<file path="config.mk">
export PLATFORM = sky130hd
export DESIGN_NAME = graph_path_search_dfs
export DESIGN_NICKNAME = d
export VERILOG_FILES = /design/src/rtl/core/gps_pkg.sv /design/src/rtl/core/gps_ctrl.sv /design/src/rtl/core/gps_datapath.sv /design/src/rtl/core/graph_path_search_dfs.sv
export SDC_FILE = /design/constraint.sdc
export NUM_CORES = 1
export LEC_CHECK = 0
export BUFFER_PORTS_ARGS = -buffer_cell sky130_fd_sc_hd__buf_2
export CAP_MARGIN = 0
export CORE_MARGIN = 2
export CORE_UTILIZATION = 59
export DETAILED_ROUTE_END_ITERATION = 6
export PLACE_DENSITY = 0.78
export RECOVER_POWER = 100
export SYNTH_ARGS = -nofsm -noshare
export SYNTH_HDL_FRONTEND = slang
export SYNTH_SLANG_ARGS = --single-unit
</file>
<file path="constraint.sdc">
create_clock -name clk_i -period 12.2 [get_ports clk_i]
set_input_delay 0.61 -clock clk_i [delete_from_list [all_inputs] [get_ports clk_i]]
set_output_delay 0.61 -clock clk_i [all_outputs]
set_load 0.01 [all_outputs]
</file>
<file path="src/rtl/core/gps_pkg.sv">
// Shared types, codes and defaults for the graph path search block.
`timescale 1ns / 1ps
`default_nettype none
package gps_pkg;

  localparam int NUM_VERTICES_DEF = 8;
  localparam int STACK_DEPTH_DEF  = 32;
  localparam int MAX_RESULTS      = 29;

  localparam int OP_W   = 2;
  localparam int VERT_W = 3;
  localparam int APB_AW = 3;
  localparam int APB_DW = 32;

  localparam logic [OP_W-1:0] OP_ADD_EDGE = 2'd0;
  localparam logic [OP_W-1:0] OP_CLEAR    = 2'd1;
  localparam logic [OP_W-1:0] OP_FIND     = 2'd2;

  // register index, taken from paddr[2]
  localparam logic REG_SHORTCUT = 1'b0;

  typedef struct packed {
    logic adj_add;
    logic adj_clear;
    logic search_init;
    logic follow;
    logic col_inc;
    logic pop;
    logic pop_load;
    logic push_finish;
    logic emit_rd;
    logic emit_latch;
    logic srch_rd;
    logic srch_next;
    logic out_load;
    logic use_j;
    logic out_fail;
    logic advance;
  } dp_cmd_t;

  typedef struct packed {
    logic range_ok;
    logic at_finish;
    logic edge_bit;
    logic col_last;
    logic count_zero;
    logic limit_hit;
    logic match;
    logic out_last;
  } dp_status_t;

endpackage
`default_nettype wire

</file>
<file path="src/rtl/core/gps_ctrl.sv">
// Sequencer for the path search: edge updates, scan/backtrack, result emission.
`timescale 1ns / 1ps
`default_nettype none
module gps_ctrl (
  input  wire logic                    clk_i,
  input  wire logic                    rst_ni,
  input  wire logic                    in_valid_i,
  input  wire logic [gps_pkg::OP_W-1:0] op_i,
  input  wire logic                    out_stall_i,
  input  wire logic                    shortcut_i,
  input  wire gps_pkg::dp_status_t     status_i,
  output gps_pkg::dp_cmd_t             cmd_o,
  output logic                         in_stall_o,
  output logic                         out_valid_o
);
  import gps_pkg::*;

  localparam logic [2:0] S_IDLE    = 3'd0;
  localparam logic [2:0] S_SCAN    = 3'd1;
  localparam logic [2:0] S_POPW    = 3'd2;
  localparam logic [2:0] S_EMIT_RD = 3'd3;
  localparam logic [2:0] S_EMIT_W  = 3'd4;
  localparam logic [2:0] S_SRCH_RD = 3'd5;
  localparam logic [2:0] S_SRCH_W  = 3'd6;
  localparam logic [2:0] S_OUT     = 3'd7;

  logic [2:0] state_q, state_d;

  always_comb begin
    cmd_o   = '0;
    state_d = state_q;
    case (state_q)
      S_IDLE: begin
        if (in_valid_i) begin
          case (op_i)
            OP_ADD_EDGE: cmd_o.adj_add = 1'b1;
            OP_CLEAR:    cmd_o.adj_clear = 1'b1;
            OP_FIND: begin
              if (status_i.range_ok) begin
                cmd_o.search_init = 1'b1;
                state_d           = S_SCAN;
              end else begin
                cmd_o.out_fail = 1'b1;
                state_d        = S_OUT;
              end
            end
            default: ;
          endcase
        end
      end
      S_SCAN: begin
        if (status_i.at_finish) begin
          cmd_o.push_finish = 1'b1;
          state_d           = S_EMIT_RD;
        end else if (status_i.edge_bit) begin
          if (status_i.limit_hit) begin
            cmd_o.out_fail = 1'b1;
            state_d        = S_OUT;
          end else begin
            cmd_o.follow = 1'b1;
          end
        end else if (status_i.col_last) begin
          if (status_i.count_zero) begin
            cmd_o.out_fail = 1'b1;
            state_d        = S_OUT;
          end else begin
            cmd_o.pop = 1'b1;
            state_d   = S_POPW;
          end
        end else begin
          cmd_o.col_inc = 1'b1;
        end
      end
      S_POPW: begin
        cmd_o.pop_load = 1'b1;
        state_d        = S_SCAN;
      end
      S_EMIT_RD: begin
        cmd_o.emit_rd = 1'b1;
        state_d       = S_EMIT_W;
      end
      S_EMIT_W: begin
        cmd_o.emit_latch = 1'b1;
        if (shortcut_i) begin
          state_d = S_SRCH_RD;
        end else begin
          cmd_o.out_load = 1'b1;
          state_d        = S_OUT;
        end
      end
      S_SRCH_RD: begin
        cmd_o.srch_rd = 1'b1;
        state_d       = S_SRCH_W;
      end
      S_SRCH_W: begin
        if (status_i.match) begin
          cmd_o.out_load = 1'b1;
          cmd_o.use_j    = 1'b1;
          state_d        = S_OUT;
        end else begin
          cmd_o.srch_next = 1'b1;
          state_d         = S_SRCH_RD;
        end
      end
      S_OUT: begin
        if (!out_stall_i) begin
          if (status_i.out_last) begin
            state_d = S_IDLE;
          end else begin
            cmd_o.advance = 1'b1;
            state_d       = S_EMIT_RD;
          end
        end
      end
      default: state_d = S_IDLE;
    endcase
  end

  always_ff @(posedge clk_i or negedge rst_ni) begin
    if (!rst_ni) begin
      state_q <= S_IDLE;
    end else begin
      state_q <= state_d;
    end
  end

  assign in_stall_o  = (state_q != S_IDLE);
  assign out_valid_o = (state_q == S_OUT);

endmodule
`default_nettype wire

</file>
<file path="src/rtl/core/gps_datapath.sv">
// Graph storage, work matrix, path stack memory and result registers.
`timescale 1ns / 1ps
`default_nettype none
module gps_datapath #(
  parameter int NUM_VERTICES = gps_pkg::NUM_VERTICES_DEF,
  parameter int STACK_DEPTH  = gps_pkg::STACK_DEPTH_DEF
) (
  input  wire logic                      clk_i,
  input  wire logic                      rst_ni,
  input  wire logic [gps_pkg::VERT_W-1:0] vertex_a_i,
  input  wire logic [gps_pkg::VERT_W-1:0] vertex_b_i,
  input  wire gps_pkg::dp_cmd_t          cmd_i,
  output gps_pkg::dp_status_t            status_o,
  output logic [gps_pkg::VERT_W-1:0]     vertex_o,
  output logic                           found_o,
  output logic                           last_o
);
  import gps_pkg::*;

  localparam int VW = $clog2(NUM_VERTICES);
  localparam int SW = $clog2(STACK_DEPTH);
  localparam int CW = $clog2(STACK_DEPTH + 1);
  localparam int LIMIT = (STACK_DEPTH - 1 < MAX_RESULTS - 1) ? STACK_DEPTH - 1
                                                             : MAX_RESULTS - 1;

  logic [NUM_VERTICES-1:0] adj_q  [NUM_VERTICES];
  logic [NUM_VERTICES-1:0] work_q [NUM_VERTICES];
  logic [VW-1:0]           stack_mem [STACK_DEPTH];

  logic [VW-1:0] row_q, col_q, fin_q, v_q, rd_q;
  logic [CW-1:0] cnt_q, cnt_dec;
  logic [SW-1:0] p_q, j_q, h_q, pos, rd_addr;
  logic [VERT_W-1:0] vertex_q;
  logic found_q, last_q;

  logic [VW-1:0] a_idx, b_idx;
  logic a_ok, b_ok, add_ok, wr_en;

  assign a_idx   = VW'(vertex_a_i);
  assign b_idx   = VW'(vertex_b_i);
  assign a_ok    = 32'(vertex_a_i) < NUM_VERTICES;
  assign b_ok    = 32'(vertex_b_i) < NUM_VERTICES;
  assign add_ok  = a_ok && b_ok && (vertex_a_i != vertex_b_i);
  assign cnt_dec = cnt_q - CW'(1);
  assign pos     = cmd_i.use_j ? j_q : p_q;
  assign wr_en   = cmd_i.follow || cmd_i.push_finish;
  assign rd_addr = cmd_i.pop ? cnt_dec[SW-1:0] : (cmd_i.srch_rd ? j_q : p_q);

  always_ff @(posedge clk_i or negedge rst_ni) begin
    if (!rst_ni) begin
      adj_q <= '{default: '0};
    end else if (cmd_i.adj_clear) begin
      adj_q <= '{default: '0};
    end else if (cmd_i.adj_add && add_ok) begin
      adj_q[a_idx][b_idx] <= 1'b1;
      adj_q[b_idx][a_idx] <= 1'b1;
    end
  end

  // search registers
  always_ff @(posedge clk_i) begin
    if (cmd_i.search_init) begin
      work_q <= adj_q;
      row_q  <= a_idx;
      fin_q  <= b_idx;
      col_q  <= '0;
    end else if (cmd_i.follow) begin
      work_q[row_q][col_q] <= 1'b0;
      work_q[col_q][row_q] <= 1'b0;
      row_q <= col_q;
      col_q <= '0;
    end else if (cmd_i.col_inc) begin
      col_q <= col_q + VW'(1);
    end else if (cmd_i.pop_load) begin
      row_q <= rd_q;
      col_q <= '0;
    end
  end

  always_ff @(posedge clk_i or negedge rst_ni) begin
    if (!rst_ni) begin
      cnt_q <= '0;
    end else if (cmd_i.search_init) begin
      cnt_q <= '0;
    end else if (wr_en) begin
      cnt_q <= cnt_q + CW'(1);
    end else if (cmd_i.pop) begin
      cnt_q <= cnt_dec;
    end
  end

  always_ff @(posedge clk_i) begin
    if (wr_en) begin
      stack_mem[cnt_q[SW-1:0]] <= row_q;
    end
    rd_q <= stack_mem[rd_addr];
  end

  // emission pointers
  always_ff @(posedge clk_i) begin
    if (cmd_i.push_finish) begin
      p_q <= '0;
    end else if (cmd_i.advance) begin
      p_q <= h_q + SW'(1);
    end
    if (cmd_i.emit_latch) begin
      v_q <= rd_q;
      j_q <= cnt_dec[SW-1:0];
    end else if (cmd_i.srch_next) begin
      j_q <= j_q - SW'(1);
    end
    if (cmd_i.out_load) begin
      h_q      <= pos;
      vertex_q <= VERT_W'(rd_q);
      found_q  <= 1'b1;
      last_q   <= (CW'(pos) + CW'(1)) == cnt_q;
    end else if (cmd_i.out_fail) begin
      vertex_q <= '0;
      found_q  <= 1'b0;
      last_q   <= 1'b1;
    end
  end

  always_comb begin
    status_o.range_ok   = a_ok && b_ok;
    status_o.at_finish  = (row_q == fin_q);
    status_o.edge_bit   = work_q[row_q][col_q];
    status_o.col_last   = (col_q == VW'(NUM_VERTICES - 1));
    status_o.count_zero = (cnt_q == '0);
    status_o.limit_hit  = 32'(cnt_q) >= LIMIT;
    status_o.match      = (rd_q == v_q);
    status_o.out_last   = last_q;
  end

  assign vertex_o = vertex_q;
  assign found_o  = found_q;
  assign last_o   = last_q;

endmodule
`default_nettype wire

</file>
<file path="src/rtl/core/graph_path_search_dfs.sv">
// Top level: depth-first path search over an adjacency bit matrix.
// Add edge / clear graph: done in idle, no result transfer; these go back to back.
// Path query: a setup step, a scan step per column, a stack memory read per backtrack
// and a push of the finish vertex. Then each result is read from the stack, latched
// and offered, held while the result is stalled.
// Loop erasure adds a stack read and compare per entry probed from the top down per result.
// Next item is taken the cycle after the final result transfer.
// Reset (async, active low) empties the graph and clears shortcut mode; no clearing pass.
`timescale 1ns / 1ps
`default_nettype none
module graph_path_search_dfs #(
  parameter int NUM_VERTICES = gps_pkg::NUM_VERTICES_DEF,
  parameter int STACK_DEPTH  = gps_pkg::STACK_DEPTH_DEF
) (
  input  wire logic                        clk_i,
  input  wire logic                        rst_ni,
  // item channel
  input  wire logic                        in_valid_i,
  output logic                             in_stall_o,
  input  wire logic [gps_pkg::OP_W-1:0]    op_i,
  input  wire logic [gps_pkg::VERT_W-1:0]  vertex_a_i,
  input  wire logic [gps_pkg::VERT_W-1:0]  vertex_b_i,
  // result channel
  output logic                             out_valid_o,
  input  wire logic                        out_stall_i,
  output logic [gps_pkg::VERT_W-1:0]       vertex_o,
  output logic                             found_o,
  output logic                             last_o,
  // register port
  input  wire logic                        psel,
  input  wire logic                        penable,
  input  wire logic                        pwrite,
  input  wire logic [gps_pkg::APB_AW-1:0]  paddr,
  input  wire logic [gps_pkg::APB_DW-1:0]  pwdata,
  output logic [gps_pkg::APB_DW-1:0]       prdata,
  output logic                             pready
);
  import gps_pkg::*;

  dp_cmd_t    cmd;
  dp_status_t status;
  logic       shortcut_q;

  // Register file: one bit, word index in paddr[2]; writes elsewhere are dropped.
  assign pready = 1'b1;

  always_ff @(posedge clk_i or negedge rst_ni) begin
    if (!rst_ni) begin
      shortcut_q <= 1'b0;
    end else if (psel && penable && pwrite && pready && (paddr[2] == REG_SHORTCUT)) begin
      shortcut_q <= pwdata[0];
    end
  end

  assign prdata = (paddr[2] == REG_SHORTCUT) ? {{(APB_DW-1){1'b0}}, shortcut_q} : '0;

  // Sequencer: owns the handshakes; the datapath only answers status.
  gps_ctrl u_ctrl (
    .clk_i       (clk_i),
    .rst_ni      (rst_ni),
    .in_valid_i  (in_valid_i),
    .op_i        (op_i),
    .out_stall_i (out_stall_i),
    .shortcut_i  (shortcut_q),
    .status_i    (status),
    .cmd_o       (cmd),
    .in_stall_o  (in_stall_o),
    .out_valid_o (out_valid_o)
  );

  // Matrices, path stack and result registers.
  gps_datapath #(
    .NUM_VERTICES (NUM_VERTICES),
    .STACK_DEPTH  (STACK_DEPTH)
  ) u_dp (
    .clk_i      (clk_i),
    .rst_ni     (rst_ni),
    .vertex_a_i (vertex_a_i),
    .vertex_b_i (vertex_b_i),
    .cmd_i      (cmd),
    .status_o   (status),
    .vertex_o   (vertex_o),
    .found_o    (found_o),
    .last_o     (last_o)
  );

  // A pending result transfer always holds off new items.
  a_busy_while_out: assert property (@(posedge clk_i) disable iff (!rst_ni)
    out_valid_o |-> in_stall_o)
    else $error("item channel open while result pending");

  // Failure result is a lone vertex zero.
  a_fail_shape: assert property (@(posedge clk_i) disable iff (!rst_ni)
    (out_valid_o && !found_o) |-> (last_o && (vertex_o == '0)))
    else $error("malformed failure result");

  // Edge updates produce no result.
  a_no_result_on_update: assert property (@(posedge clk_i) disable iff (!rst_ni)
    (in_valid_i && !in_stall_o && (op_i != OP_FIND)) |=> !out_valid_o)
    else $error("result after edge update");

  // Once the final result transfers, the block goes idle.
  a_idle_after_last: assert property (@(posedge clk_i) disable iff (!rst_ni)
    (out_valid_o && !out_stall_i && last_o) |=> (!out_valid_o && !in_stall_o))
    else $error("not idle after final result");

endmodule
`default_nettype wire

</file>
### After elaboration in Yosys (flattened, before gate mapping)

Memory sizes are Yosys's and may differ from the RTL's. A register that Yosys moved wholly into a read port is not among the register bits.
Index checks and enable logic that the tools add are counted.

| operators by class | value |
|---|---|
| equal/unequal tests | 20 |
| reductions and logical operators | 27 |
| mux-type cells | 91 |
| order comparisons | 17 |
| add/subtract/negate cells | 6 |
| bitwise gates (word level) | 11 |

Operators with widths:

| kind | count |
|---|---|
| 64-bit two-way mux | 4 |
| 64-bit AND | 2 |
| 64-bit NOT | 2 |
| 64-bit bitwise OR | 2 |
| 8-bit demux with 3-bit select | 4 |
| 3-bit two-way mux | 20 |
| 8-bit two-way mux | 6 |
| 1-bit two-way mux | 36 |
| 5-bit two-way mux | 5 |
| 8-bit binary-select mux with 3-bit select | 1 |
| 3-bit case mux with 8 select lines | 1 |
| 6-bit two-way mux | 3 |
| 4-bit >= comparator (second input constant) | 4 |
| 3-bit by 4-bit less-than comparator with 1-bit output (second input constant) | 4 |
| 4-bit by 1-bit less-than comparator with 1-bit output (second input constant) | 4 |
| 3-bit NOT with 4-bit output | 4 |
| 3-bit == test (second input constant) | 5 |
| 1-bit demux with 3-bit select | 4 |
| 3-bit by 1-bit >= comparator with 1-bit output (second input constant) | 4 |
| 1-bit logical AND | 12 |
| 2-bit two-way mux | 5 |
| 2-bit nonzero test | 5 |
| 3-bit nonzero test | 3 |
| 4-bit != test (second input constant) | 2 |
| 26 further kinds | 30 |

| storage, ports and cells | value |
|---|---|
| memories | 1 |
| flip-flop bits (word level) | 170 |
| output and inout port bits | 40 |
| word-level logic and storage cells | 202 |
| RAM bits | 96 |
| bits of input ports | 50 |

Memory list:

| name | depth | bits a word | read ports | clocked after memory_dff | write ports | RTL line | RTL |
|---|---|---|---|---|---|---|---|
| u_dp.stack_mem | 32 | 3 | 1 | 1 | 1 | gps_datapath.sv:28 | `logic [VW-1:0] stack_mem [STACK_DEPTH];` |

### Longest topological paths before layout

Gate-level depths: netlist of the first run.

| logic depth | value |
|---|---|
| depth after elaboration | 12 |
| mapped depth | 17 |
| mapped depth without buffers | 12 |

### Cells and area by module

A second synthesis of the first run with hierarchy kept.

| second synthesis, totals | value |
|---|---|
| cell total of the unflattened synthesis | 1,137 |
| area total of the unflattened synthesis | 13,018.7 sq um |

By module, submodules not included:

| module | cells an instance | seq. area each (sq um) | instances | area an instance (sq um) |
|---|---|---|---|---|
| gps_datapath | 1,039 | 7,487.2 | 1 | 12,273.0 |
| gps_ctrl | 60 | 75.1 | 1 | 444.2 |
| graph_path_search_dfs | 38 | 25.0 | 1 | 301.5 |

### Least setup slack after synthesis of the first run

OpenSTA, ideal clock, no wires.

| path | value |
|---|---|
| path type | register to register |
| from | register u_dp.row_q[1] |
| to | register u_dp.cnt_q[5] |
| stages on the path, launching flop included | 14 |
| arrival | 6.024 ns |
| setup slack | 6.040 ns |
| setup time | 0.136 ns |
| data required time | 12.064 ns |
| path through | edfxtp_1 > buf_2 > buf_2 > nand2b_1 > o22ai_1 > nor3_1 > o31ai_1 > nor4_2 > clkbuf_1 > o21ai_1 > nor2_1 > a21oi_1 > xnor2_1 > nor2_1 |

| on the way | value |
|---|---|
| cells in the longest elaborated chain, start to end | 12 |
| elaborated cells between the ends (all ways) | 17 |
| classes of those cells | eq/ne (1); mux (13); bitwise (1); reduce/logical (2) |

Ends and longest elaborated chain:

| what | RTL line | RTL |
|---|---|---|
| start: declaration | gps_datapath.sv:30 | `logic [VW-1:0] row_q, col_q, fin_q, v_q, rd_q;` |
| start signal: assignment | gps_datapath.sv:64 | `row_q <= a_idx;` |
| start signal: assignment | gps_datapath.sv:70 | `row_q <= col_q;` |
| start signal: assignment | gps_datapath.sv:75 | `row_q <= rd_q;` |
| 3-bit NOT with 4-bit output (not written as such) | gps_datapath.sv:127 | `status_o.edge_bit = work_q[row_q][col_q];` |
| 8-bit binary-select mux with 3-bit select | gps_datapath.sv:127 |  |
| 8-bit two-way mux (not written as such) (2 in series) | gps_datapath.sv:127 |  |
| 1-bit binary-select mux with 3-bit select | gps_datapath.sv:127 |  |
| 1-bit two-way mux (not written as such) | gps_datapath.sv:127 |  |
| 1-bit two-way mux | gps_ctrl.sv:55 | `end else if (status_i.edge_bit) begin` |
| 3-bit two-way mux | gps_ctrl.sv:52 | `if (status_i.at_finish) begin` |
| 3-bit two-way mux | gps_ctrl.sv:32 | `case (state_q)` |
| 1-bit logical OR | gps_datapath.sv:46 | `assign wr_en = cmd_i.follow \|\| cmd_i.push_finish;` |
| 6-bit two-way mux | gps_datapath.sv:85 | `end else if (wr_en) begin` |
| 6-bit two-way mux | gps_datapath.sv:83 | `end else if (cmd_i.search_init) begin` |
| end signal: assignment | gps_datapath.sv:86 | `cnt_q <= cnt_q + CW'(1);` |
| end signal: assignment | gps_datapath.sv:88 | `cnt_q <= cnt_dec;` |
| end: declaration | gps_datapath.sv:31 | `logic [CW-1:0] cnt_q, cnt_dec;` |

Several ways; a longest one is shown, not always the timed one. The select of a mux whose other input is x is not followed.
A chain may end at the register's enable or synchronous reset.

### Worst setup path after layout of the first run

| path | value |
|---|---|
| from | register u_dp.row_q[0] |
| to | register u_dp.row_q[2], enable pin |

| on the way | value |
|---|---|
| cells in the longest elaborated chain, start to end | 11 |
| elaborated cells between the ends (all ways) | 14 |
| classes of those cells | eq/ne (2); mux (9); bitwise (1); reduce/logical (2) |

Ends and longest elaborated chain:

| what | RTL line |
|---|---|
| 3-bit NOT with 4-bit output (not written as such) | gps_datapath.sv:127 |
| 8-bit binary-select mux with 3-bit select | gps_datapath.sv:127 |
| 8-bit two-way mux (not written as such) (2 in series) | gps_datapath.sv:127 |
| 1-bit binary-select mux with 3-bit select | gps_datapath.sv:127 |
| 1-bit two-way mux (not written as such) | gps_datapath.sv:127 |
| 2-bit two-way mux / 1-bit two-way mux (equally long branches) | gps_ctrl.sv:55 |
| 3-bit two-way mux (*) | gps_ctrl.sv:52 |
| 3-bit two-way mux (*) | gps_ctrl.sv:32 |
| 3-bit by 1-bit != test with 1-bit output (no source line) / 3-bit nonzero test (equally long branches) | n/a |
| 2-bit AND reduction (no source line) (*) | n/a |

Every way passes the cells marked *; elsewhere a longest branch is shown, timed or not. The select of a mux whose other input is x is not followed.

==> results of run 1 <==
-- power breakdown --
| part | internal (mW) | total [mW] | switching [mW] |
|---|---|---|---|
| Combinational | 0.426 | 1.24 | 0.816 |
| Clock | 0.547 | 0.895 | 0.348 |
| Sequential | 1.25 | 1.42 | 0.166 |
-- sequential cells by signal, indices dropped and copies added, names as in the netlist --
register	count
u_dp.v_q	3
u_dp.rd_q	3
u_dp.stack_mem	96
u_dp.p_q	5
u_dp.found_o	1
shortcut_q	1
u_ctrl.state_q	3
u_dp.work_q	64
u_dp.last_o	1
u_dp.col_q	3
u_dp.row_q	3
u_dp.cnt_q	6
u_dp.adj_q	64
u_dp.fin_q	3
u_dp.h_q	5
u_dp.vertex_o	3
u_dp.j_q	5
-- stage by stage --
step	hold slack, ns	worst slack, ns	cell area, um2	power, mW	instances
3_3_place_gp	0.4291	6.828	13480	2.625	1487
5_1_grt	0.3276	3.811	14390	3.741	1539
4_1_cts	0.2692	6.683	14460	3.562	1539
6_report	0.2920	4.311	14390	3.554	1539
3_5_place_dp	0.4401	6.705	13480	2.664	1487
2_1_floorplan	0.3144	6.040	13450	2.321	1274
-- Yosys cell counts (all sizes together), types with 8 or more instances --
master,count,area (um2)
o21ai,41,205.2
nor2,214,803.3
nand3,21,105.1
nor3b,11,82.58
edfxtp,183,5495
mux2i,47,483.0
o2111ai,9,78.83
a311oi,16,146.4
buf,56,369.1
nor2b,9,56.30
nor4,8,56.30
xor2,10,87.58
xnor2,17,148.9
and3,9,56.30
inv,27,101.4
a32oi,14,122.6
o22ai,8,50.05
nand2b,9,56.30
ha,9,112.6
dfxtp,12,240.2
nand2,126,473.0
dfrtp,74,1852
a211oi,14,105.1
a22o,54,473.0
and2,14,87.58
clkbuf,52,195.2
nor3,20,100.1
a21oi,58,290.3
a221oi,9,85.08
-- cell families (layout without fill, tap and decap cells) --
group / count (synthesis) / after routing / share of synthesized area
flip-flops: 269 / 269 / 0.5690
XOR/XNOR: 27 / 27 / 0.01773
multiplexers: 56 / 56 / 0.04579
adder cells (fa/ha/maj): 9 / 9 / 0.008445
AO/OA/AOI/OAI: 264 / 264 / 0.1430
AND/OR/NAND/NOR: 482 / 482 / 0.1655
other: 2 / 32 / 0.0005632
buffers and inverters: 135 / 115 / 0.04992
-- how the worst min path moves through the flow --
| stage | startpoint | to |
|---|---|---|
| after global routing | pwdata[0] | shortcut_q |
| after global placement | u_dp.found_o | u_dp.found_o |
| final | pwdata[0] | shortcut_q |
| after floorplan | rst_ni | shortcut_q |
| after CTS | rst_ni | u_ctrl.state_q[0] |
| after detailed placement | u_dp.found_o | u_dp.found_o |
-- routing by layer --
layer / vias to the layer above / share of wire / global-route usage
met5: - / 0 / 0
met4: 0 / 0.039 / 0.1019
met3: 90 / 0.073 / 0.04511
met2: 464 / 0.49 / 0.4427
met1: 4729 / 0.40 / 0.3536
li1: 4489 / - / -
-- worst max-delay path: stages (launching register included) --
cell and delay, ns:
edfxtp_1 0.33, clkbuf_1 1.92, nor2b_1 0.87, a221oi_1 0.26, o21a_1 0.25, o31ai_1 0.43
nor4_2 0.10, clkbuf_1 0.36, o21ai_4 0.81, clkbuf_1 1.85, nand2b_1 0.36
-- cell type report --
class / count / share of cell area
sequential: 269 / 0.5273
clock inverter: 13 / 0.01148
clock buffer: 39 / 0.05652
tap: 285 / 0.02478
timing repair buffer: 36 / 0.01148
inverter: 27 / 0.007043
multi-input combinational: 870 / 0.3614
==> summary.md, run 1 <==
| Metric | Value |
|---|---|
| Avg Cell Area, Syn | `10.72 um2` |
| Worst setup path endpoint | `u_dp.row_q[2]` |
| CP required | `12.44 ns` |
| Post-DP HPWL | `21.02 mm` |
| Synth unique cells | `71` |
| Clk slew on worst S/H paths | `0.06 ns` |
| Ant diodes | `0` |
| CTS buffer count | `28` |
| Asr flop ratio synth | `0.2751` |
| Worst Skew | `0.007726 ns` |
| Reg2Reg Capture Point | `u_dp.row_q[2]` |
| Outcome | `finished with violations` |
| CP Data Arrival Time | `8.13 ns` |
| Reported max-cap violation count | `7` |
| Crit. Startpoint | `u_dp.row_q[0]` |
| Mapped cell area | `13330 um2` |
| Clk_lat worst skew | `0.54 ns` |
| Worst Tran Pin Value | `4.261 ns` |
| Post-layout min period | `7.889 ns` |
| FF+latch area | `7587 um2` |
| Crit start category | `flip-flop` |
| Final Hold Fails | `0` |
| Post-synthesis sequential area ratio | `0.5690` |
| Gr ovfl total | `0` |
| Worst Reg-to-Reg Cells | `10` |
| Core Util, Final | `0.6414` |
| Syn. warnings | `0` |
| Number of synthesized flops with an enable pin | `183` |
| Post-DR vias/cell | `6.350` |
| Area of the multi-input gates | `5200 um2` |
| RSZ-0062 raised after global routing | `no` |
| Clk sinks | `269` |
| Hold path depth | `3` |
| Leak pwr | `5.504 nW` |
| Most frequent cells in the layout | `214 x nor2_1, 183 x edfxtp_1, 126 x nand2_1` |
| CTS tree | `yes` |
| Detailed Routing Iterations Pass 1 | `5` |
| Die Ht | `154.3 um` |
| Crit path kind | `reg -> reg` |
| Most common cell after layout, fill and taps aside | `nor2_1` |
| Cells after Synth | `1244` |
| DRC viols | `0` |
| Layout area overhead | `7.910%` |
| Port buffer count | `24` |
| Share of cells above drive strength 1 | `0.06300` |
| Fmax | `126.8 MHz` |
| VDD IR max | `0.1297 mV` |
| I/O Pins | `90` |
| Reg2Reg Launch Point | `u_dp.row_q[0]` |
| Routed Antenna Nets | `0` |
| Setup_tns | `0 ns` |
| Fillers | `1770` |
| Slew headroom | `-1.841` |
| CP Capture Type | `flip-flop` |
| Core area | `22430 um2` |
| Resized cells post-CTS | `0` |
| Avg WL per Cell | `20.57 um` |
| Vias in the first global route | `9295` |
| Placer Congestion | `0.8927` |
| Die ar. | `23820 um2` |
| Clk buf depth | `3` |
| Initial DRC count | `935` |
| Max FO, Critical Path | `58` |
| Vias | `9772` |
| Post-CTS Hold Buffers | `0` |
| First-pass GRT wire length | `50.18 mm` |
| Final Max Tran Viols | `417` |
| Layout net count | `1291` |
| Reg2reg setup slack | `4.31 ns` |
| Root buffer cell | `clkbuf_16` |
| Final setup viols | `0` |
| Post-synthesis register bit count | `269` |
| Pin count of the biggest net entering global routing | `92` |
| # rows | `55` |
| Post-CTS setup buffers | `0` |
| Failing checks | `capacitance limit, slew limit` |
| Fraction of the cycle the final worst path needs | `0.6466` |
| Pwr dens | `247.0 nW/um2` |
| Die W | `154.3 um` |
| GRT Util Overall | `0.2659` |
| H-tree levels | `1` |
| Routed wire length | `31.66 mm` |
| Ys flop type | `edfxtp_1` |
| Initial core utilization | `0.5944` |
| Path type of the worst min-delay path | `in -> reg` |
| Initial antenna violation count | `0` |
No activity file was read; power rests on OpenSTA's default activity.
==> run 2, diff against run 1 <==
--- a/config.mk
+++ b/config.mk
@@ -5,12 +5,13 @@
 export SDC_FILE = /design/constraint.sdc
 export NUM_CORES = 1
 export LEC_CHECK = 0
+export ABC_AREA = 1
 export BUFFER_PORTS_ARGS = -buffer_cell sky130_fd_sc_hd__buf_2
 export CAP_MARGIN = 0
 export CORE_MARGIN = 2
-export CORE_UTILIZATION = 59
+export CORE_UTILIZATION = 55
 export DETAILED_ROUTE_END_ITERATION = 6
-export PLACE_DENSITY = 0.78
+export PLACE_DENSITY = 0.76
 export RECOVER_POWER = 100
 export SYNTH_ARGS = -nofsm -noshare
 export SYNTH_HDL_FRONTEND = slang
==> constraint.sdc (replaced) <==
create_clock -name clk_i -period 6.8 [get_ports clk_i]
set_input_delay 0.34 -clock clk_i [delete_from_list [all_inputs] [get_ports clk_i]]
set_output_delay 0.34 -clock clk_i [all_outputs]
set_load 0.01 [all_outputs]
==> run 2 against run 1 <==
Net effect: the run still ends with capacitance limit, slew limit left; worst hold slack worse by 0.23 ns; clock skew up 0.0085 ns; highest routed layer unchanged; die area up 11%; first-iteration DRC count up 19%; utilization down 3.5 points; register-to-register slack worse by 2.7 ns; cell count up 26%; critical path depth up 8; non-clock buffer count down 4; setup slack worse by 2.7 ns; power up 80%.
==> summary.md, run 2 <==
| Metric | Value |
|---|---|
| Outcome | `finished with violations` |
| Failing checks | `capacitance limit, slew limit` |
| Worst Tran Pin Value | `4.240 ns` |
| H-tree levels | `1` |
| VDD IR max | `0.2513 mV` |
| CP Capture Type | `flip-flop` |
| Final Max Tran Viols | `270` |
| Reg2Reg Launch Point | `u_dp.row_q[1]` |
| Core Util, Final | `0.6066` |
| XOR/XNOR Fraction of Synth Area | `0.01525` |
| Final setup viols | `0` |
| Reg2reg setup slack | `1.61 ns` |
| Post-synthesis sequential area ratio | `0.5504` |
| DRC viols | `0` |
| CP Data Arrival Time | `5.59 ns` |
| Synth Area in Adders | `0.008169` |
| Root buffer cell | `clkbuf_16` |
| Syn. warnings | `0` |
| CTS buffer count | `28` |
| Hold_ws | `0.06038 ns` |
| Mux contribution to synthesized area | `0.0007262` |
| Reported max-cap violation count | `4` |
| Post-synthesis simple-gate area fraction | `0.2212` |
| Avg Cell Area, Syn | `8.615 um2` |
| Post-layout min period | `5.187 ns` |
| Slew headroom | `-1.826` |
| Synth unique cells | `40` |
| Layout net count | `1656` |
| Combinational family with the most area after synthesis | `simple AND/OR/NAND/NOR gates` |
| Cells after Synth | `1600` |
| Top cells by area, synth | `edfxtp_1 40%, dfrtp_1 13%, nand2_1 8.6%` |
| Number of flip-flops in the largest register | `96` |
| Die W | `162.3 um` |
| Pin count of the biggest net entering global routing | `91` |
| Most frequent cells in the layout | `319 x nand2_1, 248 x inv_1, 201 x nand3_1` |
| Most common cell after layout, fill and taps aside | `nand2_1` |
| Worst setup path endpoint | `u_dp.rd_q[0]` |
| Worst Reg-to-Reg Cells | `18` |
| Clk sinks | `269` |
| Clk buf depth | `3` |
| Yosys top cell area share | `0.3987` |
| RSZ-0062 raised after global routing | `no` |
| Detailed Routing Iterations Pass 1 | `6` |
| Leak pwr | `6.476 nW` |
| Initial DRC count | `1113` |
| Crit path kind | `reg -> reg` |
| Post-CTS setup buffers | `0` |
| Post-DP HPWL | `21.41 mm` |
| Reg2Reg Capture Point | `u_dp.rd_q[0]` |
| Port buffer count | `24` |
| Share of cells above drive strength 1 | `0.04694` |
| Gr ovfl total | `0` |
| Core area | `24460 um2` |
| CTS tree | `yes` |
| Initial core utilization | `0.5635` |
| GRT Util Overall | `0.2445` |
| Resized cells post-CTS | `0` |
| CP required | `7.21 ns` |
| Fmax | `192.8 MHz` |
| Placer Congestion | `0.9321` |
| Initial antenna violation count | `0` |
| First-pass GRT wire length | `51.08 mm` |
| I/O Pins | `90` |
| Avg WL per Cell | `16.56 um` |
| Complex-gate fraction of the synthesized area | `0.09485` |
| Clk slew on worst S/H paths | `0.06 ns` |
| # rows | `57` |
| Mapped cell area | `13780 um2` |
| Routed Antenna Nets | `0` |
| Path type of the worst min-delay path | `in -> reg` |
| Die Ht | `162.3 um` |
| Crit. Startpoint | `u_dp.row_q[1]` |
| Max FO, Critical Path | `48` |
| Asr flop ratio synth | `0.2751` |
| Fraction of the cycle the final worst path needs | `0.7627` |
| Vias | `10620` |
| Routed wire length | `32.18 mm` |
| Post-DR vias/cell | `5.467` |
| Post-synthesis register bit count | `269` |
| Setup_tns | `0 ns` |
| Worst Skew | `0.01618 ns` |
| Ant diodes | `0` |
| Number of synthesized flops with an enable pin | `183` |
| Post-CTS Hold Buffers | `1` |
| Ys flop type | `edfxtp_1` |
| Layout area overhead | `7.643%` |
| Clk_lat worst skew | `0.55 ns` |
| Synth area leader | `edfxtp_1` |
| Vias in the first global route | `9932` |
| Top cells by count, synth | `315 x nand2_1, 246 x inv_1, 201 x nand3_1` |
| Crit start category | `flip-flop` |
| Die ar. | `26340 um2` |
| Most common cell in the netlist | `nand2_1` |
| Pwr dens | `430.6 nW/um2` |
| Final Hold Fails | `0` |
==> run 2: worst min path at each step <==
stage,from,end,slack [ns],depth (start not counted)
finish,pwdata[0],shortcut_q,0.06,3
global route,pwdata[0],shortcut_q,0.08,3
CTS,pwdata[0],shortcut_q,0.05,3
detailed placement,u_dp.found_o,u_dp.found_o,0.43,2
global placement,u_dp.found_o,u_dp.found_o,0.43,2
floorplan,rst_ni,shortcut_q,0.04,0
==> run 2: layer usage <==
| layer | track usage | up-vias | part of all wire |
|---|---|---|---|
| li1 | - | 5195 | - |
| met1 | 0.3191 | 4958 | 0.41 |
| met2 | 0.4193 | 382 | 0.49 |
| met3 | 0.03141 | 87 | 0.063 |
| met4 | 0.09292 | 0 | 0.037 |
| met5 | 0 | - | 0 |
==> run 2: logic make-up (layout without fill, tap and decap cells) <==
family | after synthesis | after routing
adder cells (fa/ha/maj) | 9 | 9
AO/OA/AOI/OAI | 243 | 243
other | 2 | 32
XOR/XNOR | 24 | 24
multiplexers | 1 | 1
AND/OR/NAND/NOR | 703 | 703
flip-flops | 269 | 269
buffers and inverters | 349 | 338
==> run 2: per-stage QoR <==
| step | total power, mW | cells | cell area [um2] | setup WS (ns) |
|---|---|---|---|---|
| after CTS | 6.397 | 1943 | 14890 | 2.569 |
| final | 6.389 | 1943 | 14840 | 1.613 |
| after global placement | 4.752 | 1890 | 13930 | 2.684 |
| after global routing | 6.806 | 1943 | 14840 | 1.110 |
| after floorplan | 4.245 | 1630 | 13900 | 2.877 |
| after detailed placement | 4.823 | 1890 | 13930 | 2.591 |
==> run 2: area by class of cell <==
| cell class | count | area [um2] |
|---|---|---|
| Multi-Input combinational cell | 1012 | 4785 |
| Sequential cell | 269 | 7587 |
| Clock inverter | 21 | 202.7 |
| Tap cell | 324 | 405.4 |
| Clock buffer | 31 | 743.2 |
| Timing Repair Buffer | 32 | 160.2 |
| Fill cell | 2091 | 9624 |
| Inverter | 254 | 954.7 |
==> run 2: power by group <==
group	internal [mW]	switching, mW
clock	0.933	0.630
sequential	2.28	0.197
combinational	0.683	1.67
total	3.89	2.50
==> run 2: worst max-delay path, stage by stage (launching register included) <==
cell and delay [ns]:
edfxtp_1 0.32, buf_4 0.42, inv_1 0.28, nor2_1 0.84, o211ai_1 0.29, nand2_1 0.22, o21ai_0 0.10, nand2_1 0.09
nor2_1 0.10, nand4_4 0.18, nand2_2 0.22, nand2_1 1.17, nand2_1 0.14, nand3_1 0.17, nand3_1 0.11, nand3_1 0.11
nand2_1 0.07, nand2_1 0.07, nand2_1 0.11
